--- config.mk ---
export PLATFORM = sky130hd
export DESIGN_NAME = binary_to_ascii_decimal_core_flat
export DESIGN_NICKNAME = d
export VERILOG_FILES = /design/src/rtl/b2a_pkg.sv /design/src/rtl/b2a_intf.sv /design/src/rtl/b2a_cell.sv /design/src/rtl/b2a_serializer.sv /design/src/rtl/binary_to_ascii_decimal_core.sv /design/src/flat_wrapper.sv
export SDC_FILE = /design/constraint.sdc
export NUM_CORES = 1
export LEC_CHECK = 0
export BUFFER_PORTS_ARGS = -buffer_cell sky130_fd_sc_hd__clkbuf_2
export CORE_UTILIZATION = 54
export CTS_BUF_LIST = sky130_fd_sc_hd__clkbuf_4 sky130_fd_sc_hd__clkbuf_8 sky130_fd_sc_hd__clkbuf_16
export DETAILED_ROUTE_END_ITERATION = 10
export HOLD_SLACK_MARGIN = 0.1
export PLACE_DENSITY = 0.68
export SLEW_MARGIN = 40
export SYNTH_ARGS = -nofsm -noshare
export SYNTH_HDL_FRONTEND = slang
export SYNTH_SLANG_ARGS = --single-unit
--- constraint.sdc ---
create_clock -name clk_i -period 11.9 [get_ports clk_i]
set_input_delay 0.595 -clock clk_i [delete_from_list [all_inputs] [get_ports clk_i]]
set_output_delay 0.595 -clock clk_i [all_outputs]
set_load 0.005 [all_outputs]
--- src/rtl/b2a_pkg.sv ---
// Package for the binary to ASCII decimal converter.
// Holds widths, the place weights, the digit threshold rows and the stage type.
// No dependencies.
`timescale 1ns / 1ps
`default_nettype none

package b2a_pkg;

  localparam int unsigned NUM_DIGITS = 5;
  localparam int unsigned NUM_VALUES = 10;
  localparam int unsigned VALUE_W    = 16;
  localparam int unsigned CHAR_W     = 6;
  localparam int unsigned DIGIT_W    = 4;
  localparam int unsigned CNT_W      = 3;
  // Nine times ten thousand does not fit in 16 bits.
  localparam int unsigned THR_W      = 17;

  // Upper two bits of a 6-bit ASCII digit, which is the digit ORed with 0x30.
  localparam logic [1:0] ASCII_ZONE = 2'b11;

  typedef logic [CHAR_W-1:0] char_t;
  typedef char_t [NUM_DIGITS-1:0] char_vec_t;
  typedef logic [NUM_VALUES-1:0][THR_W-1:0] thr_row_t;

  typedef struct packed {
    logic [VALUE_W-1:0] rest;
    char_vec_t          chars;
  } stage_t;

  localparam int unsigned PLACE_WEIGHT [NUM_DIGITS] = '{10000, 1000, 100, 10, 1};

  // Multiples 0..9 of one place weight.
  function automatic thr_row_t thr_row_f(input int unsigned weight);
    thr_row_t row;
    for (int d = 0; d < NUM_VALUES; d++) begin
      row[d] = THR_W'(d * weight);
    end
    return row;
  endfunction

endpackage

`default_nettype wire

--- src/rtl/b2a_intf.sv ---
// Valid/ready channel interfaces for the binary to ASCII decimal converter.
// Depends on b2a_pkg.
`timescale 1ns / 1ps
`default_nettype none

interface b2a_in_if import b2a_pkg::*; ();
  logic               valid;
  logic               ready;
  logic [VALUE_W-1:0] value;

  modport source (output valid, output value, input ready);
  modport sink   (input valid, input value, output ready);
endinterface

interface b2a_out_if import b2a_pkg::*; ();
  logic              valid;
  logic              ready;
  logic [CHAR_W-1:0] ascii_digit;
  logic              last_digit;

  modport source (output valid, output ascii_digit, output last_digit, input ready);
  modport sink   (input valid, input ascii_digit, input last_digit, output ready);
endinterface

`default_nettype wire

--- src/rtl/b2a_cell.sv ---
// One digit cell: extracts the digit of one decimal place and passes the remainder on.
// Depends on b2a_pkg.
`timescale 1ns / 1ps
`default_nettype none

module b2a_cell import b2a_pkg::*; (
  input  wire logic     clk_i,
  input  wire logic     rst_ni,
  input  wire thr_row_t thr_i,
  input  wire logic     valid_i,
  input  wire stage_t   data_i,
  output logic          ready_o,
  output logic          valid_o,
  output stage_t        data_o,
  input  wire logic     ready_i
);

  logic               valid_q;
  stage_t             data_q, data_d;
  logic [DIGIT_W-1:0] digit;
  logic [THR_W-1:0]   rem;

  // The thresholds rise with the digit, so the highest one passed is the digit.
  always_comb begin
    digit = '0;
    for (int d = 1; d < NUM_VALUES; d++) begin
      if ({1'b0, data_i.rest} >= thr_i[d]) begin
        digit = DIGIT_W'(d);
      end
    end
    rem          = {1'b0, data_i.rest} - thr_i[digit];
    data_d.rest  = rem[VALUE_W-1:0];
    data_d.chars = {data_i.chars[NUM_DIGITS-2:0], ASCII_ZONE, digit};
  end

  assign ready_o = !valid_q || ready_i;
  assign valid_o = valid_q;
  assign data_o  = data_q;

  always_ff @(posedge clk_i or negedge rst_ni) begin
    if (!rst_ni) begin
      valid_q <= 1'b0;
    end else if (ready_o) begin
      valid_q <= valid_i;
    end
  end

  always_ff @(posedge clk_i) begin
    if (ready_o && valid_i) begin
      data_q <= data_d;
    end
  end

endmodule

`default_nettype wire

--- src/rtl/b2a_serializer.sv ---
// Output stage: holds a request's five chars, sends one per cycle while ready_i is set.
// Depends on b2a_pkg.
`timescale 1ns / 1ps
`default_nettype none

module b2a_serializer import b2a_pkg::*; (
  input  wire logic      clk_i,
  input  wire logic      rst_ni,
  input  wire logic      valid_i,
  input  wire char_vec_t chars_i,
  output logic           ready_o,
  output logic           valid_o,
  output char_t          ascii_digit_o,
  output logic           last_digit_o,
  input  wire logic      ready_i
);

  char_vec_t          chars_q, chars_d;
  logic [CNT_W-1:0]   cnt_q, cnt_d;
  logic               send;

  assign valid_o       = (cnt_q != '0);
  assign ascii_digit_o = chars_q[NUM_DIGITS-1];
  assign last_digit_o  = (cnt_q == CNT_W'(1));
  assign send          = valid_o && ready_i;
  // A new request loads while the final character is taken.
  assign ready_o       = (cnt_q == '0) || (last_digit_o && ready_i);

  always_comb begin
    chars_d = chars_q;
    cnt_d   = cnt_q;
    if (send) begin
      chars_d = {chars_q[NUM_DIGITS-2:0], char_t'(0)};
      cnt_d   = cnt_q - CNT_W'(1);
    end
    if (valid_i && ready_o) begin
      chars_d = chars_i;
      cnt_d   = CNT_W'(NUM_DIGITS);
    end
  end

  always_ff @(posedge clk_i or negedge rst_ni) begin
    if (!rst_ni) begin
      cnt_q <= '0;
    end else begin
      cnt_q <= cnt_d;
    end
  end

  always_ff @(posedge clk_i) begin
    chars_q <= chars_d;
  end

  a_cnt_range: assert property (@(posedge clk_i) disable iff (!rst_ni)
    cnt_q <= CNT_W'(NUM_DIGITS))
    else $error("character count out of range");

  a_load_full: assert property (@(posedge clk_i) disable iff (!rst_ni)
    valid_i && ready_o |=> cnt_q == CNT_W'(NUM_DIGITS))
    else $error("load did not set a full character count");

  a_keep_going: assert property (@(posedge clk_i) disable iff (!rst_ni)
    send && !last_digit_o |=> valid_o)
    else $error("request dropped before its last character");

  a_ascii_digit: assert property (@(posedge clk_i) disable iff (!rst_ni)
    valid_o |-> ascii_digit_o[CHAR_W-1:CHAR_W-2] == ASCII_ZONE
             && ascii_digit_o[DIGIT_W-1:0] <= DIGIT_W'(9))
    else $error("character is not an ASCII decimal digit");

endmodule

`default_nettype wire

--- src/rtl/binary_to_ascii_decimal_core.sv ---
// 16-bit unsigned value to five ASCII decimal characters, most significant first.
// Each request passes through the five digit cell registers and then into the output stage.
// The output stage sends one character per cycle while out_if.ready is high.
// Five digit cells run as a pipeline, so up to six requests are in flight at once.
// Reset clears all valid flags and the character count; data registers are not reset.
// Depends on b2a_pkg, b2a_intf, b2a_cell and b2a_serializer.
`timescale 1ns / 1ps
`default_nettype none

module binary_to_ascii_decimal_core import b2a_pkg::*; (
  input  wire logic  clk_i,
  input  wire logic  rst_ni,
  b2a_in_if.sink     in_if,
  b2a_out_if.source  out_if
);

  logic   [NUM_DIGITS:0] valid_c;
  logic   [NUM_DIGITS:0] ready_c;
  stage_t [NUM_DIGITS:0] data_c;

  assign valid_c[0]         = in_if.valid;
  assign data_c[0].rest     = in_if.value;
  assign data_c[0].chars    = '0;
  assign in_if.ready        = ready_c[0];

  for (genvar k = 0; k < NUM_DIGITS; k++) begin : g_cell
    b2a_cell u_cell (
      .clk_i   (clk_i),
      .rst_ni  (rst_ni),
      .thr_i   (thr_row_f(PLACE_WEIGHT[k])),
      .valid_i (valid_c[k]),
      .data_i  (data_c[k]),
      .ready_o (ready_c[k]),
      .valid_o (valid_c[k+1]),
      .data_o  (data_c[k+1]),
      .ready_i (ready_c[k+1])
    );
  end

  b2a_serializer u_serializer (
    .clk_i         (clk_i),
    .rst_ni        (rst_ni),
    .valid_i       (valid_c[NUM_DIGITS]),
    .chars_i       (data_c[NUM_DIGITS].chars),
    .ready_o       (ready_c[NUM_DIGITS]),
    .valid_o       (out_if.valid),
    .ascii_digit_o (out_if.ascii_digit),
    .last_digit_o  (out_if.last_digit),
    .ready_i       (out_if.ready)
  );

endmodule

`default_nettype wire
--- src/flat_wrapper.sv ---
// flat-port wrapper written by rule: the top's interface ports become plain ports
module binary_to_ascii_decimal_core_flat import b2a_pkg::*;
  (clk_i, rst_ni, in_if_valid, in_if_value, in_if_ready, out_if_valid, out_if_ascii_digit, out_if_last_digit, out_if_ready);
  b2a_in_if in_if_i ();
  b2a_out_if out_if_i ();
  input  wire logic clk_i;
  input  wire logic rst_ni;
  input wire logic [$bits(in_if_i.valid)-1:0] in_if_valid;
  input wire logic [$bits(in_if_i.value)-1:0] in_if_value;
  output wire logic [$bits(in_if_i.ready)-1:0] in_if_ready;
  output wire logic [$bits(out_if_i.valid)-1:0] out_if_valid;
  output wire logic [$bits(out_if_i.ascii_digit)-1:0] out_if_ascii_digit;
  output wire logic [$bits(out_if_i.last_digit)-1:0] out_if_last_digit;
  input wire logic [$bits(out_if_i.ready)-1:0] out_if_ready;
  assign in_if_i.valid = in_if_valid;
  assign in_if_i.value = in_if_value;
  assign in_if_ready = in_if_i.ready;
  assign out_if_valid = out_if_i.valid;
  assign out_if_ascii_digit = out_if_i.ascii_digit;
  assign out_if_last_digit = out_if_i.last_digit;
  assign out_if_i.ready = out_if_ready;
  binary_to_ascii_decimal_core u_core (.clk_i(clk_i), .rst_ni(rst_ni), .in_if(in_if_i), .out_if(out_if_i));
endmodule
## After elaboration in Yosys (flattened, before gate mapping)

Memories as Yosys holds them, arrays and structs flattened.
Index checks and enable logic that the tools add are counted.

| storage, ports and cells | value |
|---|---|
| register bits | 162 |
| memory bits (read-only) | 1088 |
| input bits | 20 |
| memories | 4 |

Memories:

| memory | words | bits a word | rd ports | clocked after Yosys merged registers in | wr ports | line | text |
|---|---|---|---|---|---|---|---|
| (no name shown) | 16 | 17 | 1 | 0 | 0 | b2a_cell.sv:31 | `rem = {1'b0, data_i.rest} - thr_i[digit];` |
| (no name shown) | 16 | 17 | 1 | 0 | 0 | b2a_cell.sv:31 |  |
| (no name shown) | 16 | 17 | 1 | 0 | 0 | b2a_cell.sv:31 |  |
| (no name shown) | 16 | 17 | 1 | 0 | 0 | b2a_cell.sv:31 |  |

| operators by class | value |
|---|---|
| add/subtract/negate cells | 5 |
| magnitude comparators | 49 |
| equal/unequal tests | 1 |
| mux-type cells | 52 |
| reductions and logical operators | 23 |

Operators by type and width:

| cell | count |
|---|---|
| $mux W4 | 33 |
| $ge A16 B10 Y1 const B | 5 |
| $ge A16 B13 Y1 const B | 4 |
| $ge A16 B3 Y1 const B | 4 |
| $ge A16 B7 Y1 const B | 4 |
| $mux W16 | 4 |
| $sub A16 B16 Y16 | 4 |
| $ge A16 B17 Y1 const B | 3 |
| $ge A16 B16 Y1 const B | 3 |
| $ge A16 B4 Y1 const B | 3 |
| $ge A16 B6 Y1 const B | 3 |
| $ge A16 B9 Y1 const B | 3 |
| $ge A16 B12 Y1 const B | 2 |
| $ge A16 B14 Y1 const B | 2 |
| $ge A16 B15 Y1 const B | 2 |
| $ge A16 B2 Y1 const B | 2 |
| $ge A16 B5 Y1 const B | 2 |
| $mux W30 | 1 |
| $mux W28 | 1 |
| $lt A4 B5 Y1 const B | 4 |
| $ge A16 B1 Y1 const B | 1 |
| $ge A16 B11 Y1 const B | 1 |
| $ge A16 B8 Y1 const B | 1 |
| $mux W2 | 5 |
| other kinds (11) | 33 |

## Logic depth before layout (Yosys ltp)

Gate-level depths: netlist of the first run.

| logic depth | value |
|---|---|
| depth after elaboration | 13 |
| gate-level depth with buffers | 19 |
| mapped depth without buffers | 18 |

## Cells and area by module

Synthesis of the first run repeated with hierarchy kept, for this count alone.

| unflattened totals | value |
|---|---|
| cell total of the unflattened synthesis | 4360 |
| area, all modules | 36805.3 um^2 |

By module, submodules not included:

| module | times used | cells each | area an instance (um^2) | seq. area each (um^2) |
|---|---|---|---|---|
| b2a_cell at u_core.g_cell[0].u_cell ... | 3 | 870 | 6986.7 | 1346.3 |
| b2a_cell at u_core.g_cell[1].u_cell | 1 | 801 | 7218.2 | 1346.3 |
| b2a_cell at u_core.g_cell[4].u_cell | 1 | 847 | 7070.5 | 1346.3 |
| b2a_serializer | 1 | 100 | 1549.0 | 975.9 |
| binary_to_ascii_decimal_core | 1 | 2 | 7.5 | 0.0 |

## Least setup slack after synthesis of the first run

No wires, ideal clock.

| path | value |
|---|---|
| path type | register to register |
| from | register u_core.g_cell[1].u_cell.data_q (netlist bit u_core.g_cell[1].u_cell.data_o[41]) |
| to | register u_core.g_cell[2].u_cell.data_q (netlist bit u_core.g_cell[2].u_cell.data_o[45]), data pin |
| library setup time | 0.258 ns |
| arrival | 3.791 ns |
| data required time | 11.642 ns |
| path slack | 7.851 ns |
| cell stages (with the launch flop) | 16 |
| clock period less this slack | 4.049 ns |
| path through | edfxtp_1 -> or3_4 -> or4_4 -> nor2_4 -> o21ai_2 -> o211ai_1 -> a21oi_1 -> ha_1 -> nand2b_1 -> ha_1 -> or2_2 -> a21oi_1 -> a311oi_1 -> o21ai_0 -> or4bb_1 -> xnor2_1 |

| on the way | value |
|---|---|
| longest elaborated chain between the ends | 13 |
| elaborated cells on any way between the ends | 21 |
| classes of those cells | 1 x add/sub; 9 x order compare; 10 x mux; 1 x memory |

RTL lines:

| element | line | text |
|---|---|---|
| start, declared | b2a_cell.sv:19 | `stage_t data_q, data_d;` |
| start signal, assigned | b2a_cell.sv:50 | `data_q <= data_d;` |
| $ge A16 B7 Y1 | b2a_cell.sv:27 | `if ({1'b0, data_i.rest} >= thr_i[d]) begin` |
| $mux W1 | b2a_cell.sv:27 |  |
| $mux W2 | b2a_cell.sv:27 |  |
| $mux W4 (7 in series) | b2a_cell.sv:27 |  |
| $mem_v2 Z16 W17 | n/a |  |
| $mux W16 (not written as such) | b2a_cell.sv:31 |  |
| $sub A16 B16 Y16 (*) | b2a_cell.sv:31 |  |
| named net u_core.g_cell[2].u_cell.rem[15] | b2a_cell.sv:21 | `logic [THR_W-1:0] rem;` |
| end signal, assigned | b2a_cell.sv:50 |  |
| end, declared | b2a_cell.sv:19 |  |

Mark *: on every way through the listed nets, which the timed path passes. The rest lies on a longest branch. The select of a mux whose other input is x is not followed.
A chain may end at the register's enable or synchronous reset.

## Worst setup path after layout of the first run

Ends and elaborated chain as after synthesis.

==> flow_summary.ini, run 1 <==
[outcome]
status = completed

[yosys]
netlist_area_sq_um = 8300
yosys.area_share.simple = 0.137
synth.top_cell.area_share = 0.521
synth_fp_nets = 793
synth_edf_count = 144
ys_seq_elements = 152
synth_compound_area_frac = 0.135
yosys.area_share.adder = 0.0847
synthDistinctLibCells = 73
synth_top_family_by_area = simple AND/OR/NAND/NOR gates
synth_area_leaders = edfxtp_1 (52%), ha_1 (7.4%), xnor2_1 (3.3%), nor2_1 (2.6%), dfrtp_1 (2.4%)
synth.mux.area_fraction = 0.0229
synth_xor_area_frac = 0.0422
dominantRegCellSynth = edfxtp_1
yosysWarnings = 0
seq_area_frac_synth = 0.545
syn_inst = 720
yosysTopAreaCell = edfxtp_1
async_flop_share = 0.0526
synth.avg_cell_area_sq_um = 11.5

[power_and_ir_drop]
pwr-share-comb = 0.303
power.density_nw_per_um2 = 229
p_clk_frac = 0.249
p_sw_mw = 0.684
cellLeakagePower_nw = 3.42
seq_power_share = 0.448
p_sw_frac = 0.325
power.internal_mw = 1.42
peakVddDrop_mv = 0.150

[cells_and_area]
fin_nets = 819
drive_gt1_frac = 0.142
final_cell_mix = edfxtp_1 (144), nor2_1 (57), nand2_1 (50), ha_1 (49), inv_1 (43)
final_common_cell = edfxtp_1
multi_input_area_sq_um = 3510
areaGrowthSynthToFinish_pct = 10.6
diodes = 0
nFillCells = 1164
final-seq-area_sq_um = 4520
final_cells = 943

[global_route]
antenna_found_initial = 0
grt_start_max_net_pins = 32
grt_pass1_vias = 5288
grt_remaining_overflow = 0
grt_util_all_layers = 0.196
grt_first_pass_wirelength_microns = 24400

[timing]
fin_crit_sh = 0.371
rsz0062_at_grt = false
maxSlewHeadroom = 0.554
tightest_slew_ns = 0.661
finClkSkew_ns = 0.00664
setup_ws_ns = 7.49
hold_slack_ns = 0.355
max_freq_ghz = 0.227
setup_violations = 0
hold_viol_final = 0
period_minus_slack_ns = 4.41
tns_ns = 0
drv_slew = 0

[routing]
vias_per_cell = 5.78
drt-total-wl_microns = 14700
drcViolationCount = 0
vias = 5447
drt_iter0_markers = 391
antenna_left = 0
routedWlPerCell_microns = 15.6
drt-pass1-iter-count = 5

[clocking]
numCtsBuffers = 17
cts_tree = built
insertion_delay_ns = 0.41
root_buffer = clkbuf_16
cts.sinks = 152
htreeDepth = 4
cts.path.max_buffers = 2
path_clk_slew_ns = 0.06

[setup_path]
cpLargestDelayFamily = simple AND/OR/NAND/NOR gates
cp.arrival_ns = 4.57
reg2reg_setup_slack_ns = 7.49
critPathRequiredTime_ns = 12.06
cp_max_fo = 4
worstSetupEndpointType = register
critPathMaxStageDelay_ns = 0.47
crit_path_start_kind = register
crit_buf_inv = 0
crit_type = register to register
worstPathCellList = or3_4 -> or4_4 -> nor2_4 -> o21ai_2 -> o211ai_1 -> a21oi_1 -> ha_1 -> nand2b_1 -> ha_1 -> or2_2 -> a21oi_1 -> a311oi_1 -> o21ai_0 -> or4bb_1 -> xnor2_1
slowest_stage = or4_4

[floorplan]
io_pins = 29
die_w_microns = 126
start_util = 0.563
core.rowCount = 44
coreArea_sq_um = 14800
die-area_sq_um = 15900
die_height_microns = 126

[placed_design]
dp.cells = 910
io_buffers = 28
place_ws_ns = 7.44
gp_congestion = 0.897
dp.final_hpwl_microns = 10800

[min_path]
hold_path.class = input port to register

[run]
maxCapViolations = 0
-- power by group through the flow --
stage	combinational (mW)	clock [mW]	sequential (mW)
2_1_floorplan	0.527	0	0.895
3_3_place_gp	0.608	0	0.946
3_5_place_dp	0.632	0	0.950
4_1_cts	0.639	0.532	0.943
5_1_grt	0.715	0.556	0.961
6_report	0.637	0.523	0.943
-- state kept, by name (all words and copies together), names as in the netlist --
register and count:
u_core.u_serializer.chars_q 20, u_core.g_cell.u_cell.data_o 119, u_core.u_serializer.ascii_digit_o 5, u_core.g_cell.u_cell.valid_o 5, u_core.u_serializer.cnt_q 3
-- layer usage --
metal / vias to the layer above / global-route usage / share of wire
li1: 2716 / - / -
met1: 2607 / 0.238 / 0.44
met2: 101 / 0.342 / 0.50
met3: 23 / 0.0442 / 0.038
met4: 0 / 0.0709 / 0.017
met5: - / 0 / 0
-- what timing repair did --
item,4_1_cts,5_1_grt
gates resized for setup,0,0
hold buffers,1,0
endpoints found under the hold margin,8,0
setup buffers,0,0
endpoints found under the setup margin,0,0
-- stage by stage --
step           total power, mW  area, sq um   util
2_1_floorplan             1.42         8300      -
3_3_place_gp              1.55         8580  0.581
3_5_place_dp              1.58         8580  0.582
4_1_cts                   2.11         9180  0.622
5_1_grt                   2.23         9180  0.622
6_report                  2.10         9180  0.622
-- layout make-up --
| cell class | count | area share |
|---|---|---|
| clock inverters | 13 | 0.0158 |
| clock buffers | 19 | 0.0480 |
| inverters | 44 | 0.0180 |
| well taps | 184 | 0.0251 |
| flip-flops and latches | 152 | 0.493 |
| repair buffers | 31 | 0.0180 |
| multi-input cells | 500 | 0.382 |
-- cells by family after synthesis --
family	Yosys count
simple gates	220
xor+xnor	40
mux	17
compound gates	169
buf+inv	68
fa+ha+maj	54
flops	152
-- cell usage after synthesis, types with 4 or more instances --
library cell,instances
edfxtp_1,144
nor2_1,57
nand2_1,50
ha_1,49
inv_1,44
o21ai_0,39
a21oi_1,36
xnor2_1,31
mux2_2,16
nor2b_1,16
clkbuf_1,15
nor3_1,15
o21a_1,14
nand3_1,13
or2_2,12
nand2b_1,11
a21o_1,10
and2_1,10
nor4_1,10
xor2_1,9
dfrtp_1,8
a31oi_1,7
and3_1,7
buf_4,6
o211ai_1,6
o22ai_1,6
a21boi_0,4
fa_1,4
o41ai_1,4
-- final timing paths --
check	from	cells past startpoint	to
worst min register to register	u_core.g_cell[2].u_cell.data_o[13]	0	u_core.g_cell[3].u_cell.data_o[19]
worst min-delay path	in_if_value[0]	1	u_core.g_cell[0].u_cell.data_o[30]
worst max-delay path	u_core.g_cell[1].u_cell.data_o[41]	15	u_core.g_cell[2].u_cell.data_o[45]
min in group asynchronous	rst_ni	2	u_core.g_cell[3].u_cell.valid_o
max in group asynchronous	rst_ni	2	u_core.g_cell[0].u_cell.valid_o
worst max register to register	u_core.g_cell[1].u_cell.data_o[41]	15	u_core.g_cell[2].u_cell.data_o[45]
Power figures use the tool's default switching activity.
==> inputs of run 2 (changes only) <==
Clock period 11.9 ns to 4.6 ns, I/O delays scaled along.
==> flow_summary.ini, run 2 (same netlist as run 1, synthesis figures left out) <==
[outcome]
status = completed

[timing]
rsz0062_at_grt = false
finClkSkew_ns = 0.0178
max_freq_ghz = 0.229
drv_slew = 0
hold_viol_final = 0
period_minus_slack_ns = 4.37
fin_crit_sh = 0.950
maxSlewHeadroom = 0.570
tns_ns = 0
setup_violations = 0
tightest_slew_ns = 0.638

[clocking]
insertion_delay_ns = 0.43
htreeDepth = 4
cts.sinks = 152
cts_tree = built
root_buffer = clkbuf_16
cts.path.max_buffers = 2
numCtsBuffers = 17
path_clk_slew_ns = 0.06

[floorplan]
coreArea_sq_um = 14800
start_util = 0.563
die_w_microns = 126
core.rowCount = 44
die-area_sq_um = 15900
io_pins = 29
die_height_microns = 126

[setup_path]
r2r-end = u_core.g_cell[2].u_cell.data_o[45]
worstPathCellList = or3_4 -> or4_4 -> nor2_4 -> o21ai_2 -> o211ai_1 -> a21oi_1 -> ha_1 -> nand2b_1 -> ha_1 -> or2_2 -> a21oi_1 -> a311oi_1 -> o21ai_1 -> or4bb_1 -> xnor2_1
crit_path_start_kind = register
worstSetupEndpointType = register
critPathMaxStageDelay_ns = 0.47
r2r_start = u_core.g_cell[1].u_cell.data_o[41]
cp_max_fo = 4
reg2reg_setup_slack_ns = 0.23
reg2regPathDepth = 15
crit_type = register to register
slowest_stage = or4_4
cp.arrival_ns = 4.55
critPathRequiredTime_ns = 4.78

[cells_and_area]
diodes = 0
final_cell_mix = edfxtp_1 (144), nor2_1 (57), nand2_1 (50), ha_1 (49), inv_1 (43)
multi_input_area_sq_um = 3510
areaGrowthSynthToFinish_pct = 11.7
fin_nets = 825
nFillCells = 1165
final-seq-area_sq_um = 4520
largest_register_ffs = 119
drive_gt1_frac = 0.140
final_common_cell = edfxtp_1

[global_route]
grt_util_all_layers = 0.202
grt_start_max_net_pins = 29
antenna_found_initial = 0
grt_remaining_overflow = 0
grt_pass1_vias = 5342
grt_first_pass_wirelength_microns = 24900

[power_and_ir_drop]
total_power_mw = 5.52
peakVddDrop_mv = 0.277
cellLeakagePower_nw = 3.45
power.density_nw_per_um2 = 596

[routing]
vias = 5531
drt-total-wl_microns = 15200
drt-pass1-iter-count = 5
drcViolationCount = 0
vias_per_cell = 5.83
drt_iter0_markers = 418
antenna_left = 0
routedWlPerCell_microns = 16.0

[placed_design]
io_buffers = 28
dp.final_hpwl_microns = 10700
gp_congestion = 0.955

[min_path]
hold_path.class = input port to async pin

[run]
maxCapViolations = 0
[run 2: per-stage QoR]
stage / hold slack [ns] / std cells / util / setup WS (ns) / area (sq um)
3_5_place_dp: 0.0952 / 911 / 0.583 / 0.288 / 8590
6_report: 0.181 / 949 / 0.628 / 0.230 / 9270
4_1_cts: 0.182 / 949 / 0.628 / 0.186 / 9260
2_1_floorplan: -0.0656 / 720 / - / 0.551 / 8300
5_1_grt: 0.197 / 949 / 0.628 / 0.0209 / 9270
3_3_place_gp: 0.0828 / 910 / 0.581 / 0.395 / 8580
[run 2: final cells by class]
cell class,count,area share
Timing Repair Buffer,37,0.0244
Clock buffer,17,0.0459
Inverter,44,0.0178
Multi-Input combinational cell,500,0.379
Tap cell,184,0.0248
Clock inverter,15,0.0198
Sequential cell,152,0.488
[run 2: how the worst max path moves through the flow]
stage | slack [ns] | from | endpoint | cells past startpoint
2_1_floorplan | 0.55 | u_core.g_cell[1].u_cell.data_o[41] | u_core.g_cell[2].u_cell.data_o[45] | 15
3_3_place_gp | 0.39 | u_core.g_cell[1].u_cell.data_o[41] | u_core.g_cell[2].u_cell.data_o[45] | 15
3_5_place_dp | 0.29 | u_core.g_cell[1].u_cell.data_o[42] | u_core.g_cell[2].u_cell.data_o[45] | 15
4_1_cts | 0.19 | u_core.g_cell[1].u_cell.data_o[41] | u_core.g_cell[2].u_cell.data_o[45] | 15
5_1_grt | 0.02 | u_core.g_cell[1].u_cell.data_o[41] | u_core.g_cell[2].u_cell.data_o[45] | 15
6_report | 0.23 | u_core.g_cell[1].u_cell.data_o[41] | u_core.g_cell[2].u_cell.data_o[45] | 15
[run 2: per-layer routing]
| layer | GRT usage | wire (microns) | vias to the layer above | part of all wire |
|---|---|---|---|---|
| li1 | - | - | 2741 | - |
| met5 | 0 | 0 | - | 0 |
| met4 | 0.0765 | 286 | 0 | 0.019 |
| met3 | 0.0463 | 584 | 25 | 0.038 |
| met1 | 0.243 | 6580 | 2609 | 0.43 |
| met2 | 0.351 | 7740 | 156 | 0.51 |
[run 2: worst max-delay path, delay by kind of cell, from the launching register on]
family                     cells  cell delay, ns
AOI/OAI and AO/OA              6            1.00
xor gates and xnor gates       1            0.14
adders and majority gates      2            0.63
DFF                            1            0.45
and+or+nand+nor                6            1.92
[run 2: timing repair]
action / CTS / global route
resized for setup: 0 / 2
hold buffers: 6 / 0
hold endpoints to repair: 13 / 0
endpoints found under the setup margin: 0 / 6
setup buffers: 0 / 0
[run 2: power breakdown]
part           switching [mW]  total (mW)  internal (mW)
clock network           0.597        1.42          0.822
registers               0.300        2.44           2.14
logic                   0.942        1.66          0.717
==> inputs of run 3 (changes only) <==
Settings changed: CORE_UTILIZATION 54 to 63, GPL_TIMING_DRIVEN from default to 0, PLACE_DENSITY 0.68 to default, PLACE_DENSITY_LB_ADDON from default to 0.2.
==> flow_summary.ini, run 3 (same netlist as run 1, synthesis figures left out) <==
[routing]
vias = 5623
antenna_left = 0
drt-total-wl_microns = 15200
drt-pass1-iter-count = 7
vias_per_cell = 5.86
routedWlPerCell_microns = 15.9
drt_iter0_markers = 458
drcViolationCount = 1

[cells_and_area]
multi_input_area_sq_um = 3530
areaGrowthSynthToFinish_pct = 13.2
largest_register_ffs = 119
final_common_cell = edfxtp_1
drive_gt1_frac = 0.147
diodes = 0
final-seq-area_sq_um = 4520
nFillCells = 834
final_cell_mix = edfxtp_1 (144), nor2_1 (57), nand2_1 (50), ha_1 (49), inv_1 (43)
fin_nets = 849

[setup_path]
critPathMaxStageDelay_ns = 0.48
crit_buf_inv = 0
crit_path_start_kind = register
worstPathCellList = or3_4 -> or4_4 -> nor2_4 -> o21ai_2 -> o211ai_1 -> a21oi_1 -> ha_1 -> nand2b_1 -> ha_1 -> or2_2 -> a21oi_1 -> a311oi_1 -> o21ai_0 -> or4bb_1 -> xnor2_1
cpLargestDelayFamily = simple AND/OR/NAND/NOR gates
crit_type = register to register
cp_max_fo = 4
cp.arrival_ns = 4.58
critPathRequiredTime_ns = 4.77
worstSetupEndpointType = register
slowest_stage = or4_4

[floorplan]
coreArea_sq_um = 12700
die-area_sq_um = 13600
start_util = 0.652
core.rowCount = 41
io_pins = 29
die_w_microns = 117
die_height_microns = 117

[min_path]
hold_path.class = input port to async pin

[placed_design]
gp_congestion = 0.937
dp.final_hpwl_microns = 11100
io_buffers = 27

[power_and_ir_drop]
cellLeakagePower_nw = 3.51
total_power_mw = 5.59
peakVddDrop_mv = 0.374
power.density_nw_per_um2 = 595

[timing]
setup_violations = 0
drv_slew = 0
rsz0062_at_grt = false
tns_ns = 0
hold_viol_final = 0
finClkSkew_ns = 0.00804
tightest_slew_ns = 0.675
fin_crit_sh = 0.959
maxSlewHeadroom = 0.550
period_minus_slack_ns = 4.41
max_freq_ghz = 0.227

[outcome]
status = finished with violations
violations = design-rule violations

[run]
maxCapViolations = 0

[clocking]
cts.path.max_buffers = 2
root_buffer = clkbuf_16
numCtsBuffers = 17
cts.sinks = 152
cts_tree = built
htreeDepth = 4
insertion_delay_ns = 0.42
path_clk_slew_ns = 0.06

[global_route]
grt_remaining_overflow = 0
antenna_found_initial = 0
grt_util_all_layers = 0.242
grt_first_pass_wirelength_microns = 24800
grt_start_max_net_pins = 32
grt_pass1_vias = 5445
[run 3: changes by cell type in the layout (fill, tap and decap cells not counted), sizes merged]
cell,before,now
inv,51,48
bufinv,2,3
clkbuf,45,60
buf,3,13
[run 3: final cells by class]
cell class	instances	share of cell area
clock buffers	18	0.0461
well taps	172	0.0229
flip-flops and latches	152	0.482
clock inverters	13	0.0179
multi-input cells	500	0.376
inverters	44	0.0176
plain buffers	24	0.0123
repair buffers	37	0.0260
[run 3: worst register-to-register path, stage by stage, from the launching register on]
cell and delay (ns):
edfxtp_1 0.43, or3_4 0.41, or4_4 0.48, nor2_4 0.13, o21ai_2 0.09, o211ai_1 0.31, a21oi_1 0.12, ha_1 0.29
nand2b_1 0.14, ha_1 0.33, or2_2 0.30, a21oi_1 0.16, a311oi_1 0.08, o21ai_0 0.30, or4bb_1 0.46, xnor2_1 0.14
[run 3: final timing paths]
path | slack (ns) | cells after the start | end | startpoint
max | 0.19 | 15 | u_core.g_cell[2].u_cell.data_o[45] | u_core.g_cell[1].u_cell.data_o[41]
min | 0.21 | 2 | u_core.g_cell[0].u_cell.valid_o | rst_ni
max reg2reg | 0.19 | 15 | u_core.g_cell[2].u_cell.data_o[45] | u_core.g_cell[1].u_cell.data_o[41]
min reg2reg | 0.41 | 0 | u_core.g_cell[4].u_cell.data_o[18] | u_core.g_cell[3].u_cell.data_o[12]
max in group asynchronous | 4.22 | 2 | u_core.g_cell[4].u_cell.valid_o | rst_ni
min in group clk_i | 0.26 | 3 | u_core.u_serializer.cnt_q[2] | out_if_ready
[run 3: report_power, final]
part / switching [mW] / internal [mW]
clock: 0.533 / 0.861
combinational: 1.04 / 0.776
sequential: 0.239 / 2.14
[run 3: metrics by stage]
step           instances  cell area [sq um]  hold WS, ns  setup slack, ns   util
6_report             960               9390        0.212            0.188  0.738
5_1_grt              960               9390        0.220          0.00596  0.738
4_1_cts              958               9360        0.174            0.126  0.736
3_5_place_dp         921               8700       0.0855            0.130  0.684
3_3_place_gp         919               8650       0.0741            0.272  0.680
2_1_floorplan        720               8300      -0.0656            0.551      -
[run 3: layer usage]
layer / part of all wire / global-route usage / up-vias
met1: 0.42 / 0.276 / 2660
met5: 0 / 0 / -
met4: 0.031 / 0.109 / 0
met3: 0.035 / 0.0649 / 40
met2: 0.51 / 0.426 / 144
li1: - / - / 2779
[run 3: what timing repair did]
action                                 4_1_cts  5_1_grt
setup endpoints to repair                    0        8
resized for setup                            0        2
hold buffers                                 6        0
endpoints found under the hold margin       13        0
buffers inserted                             0        1
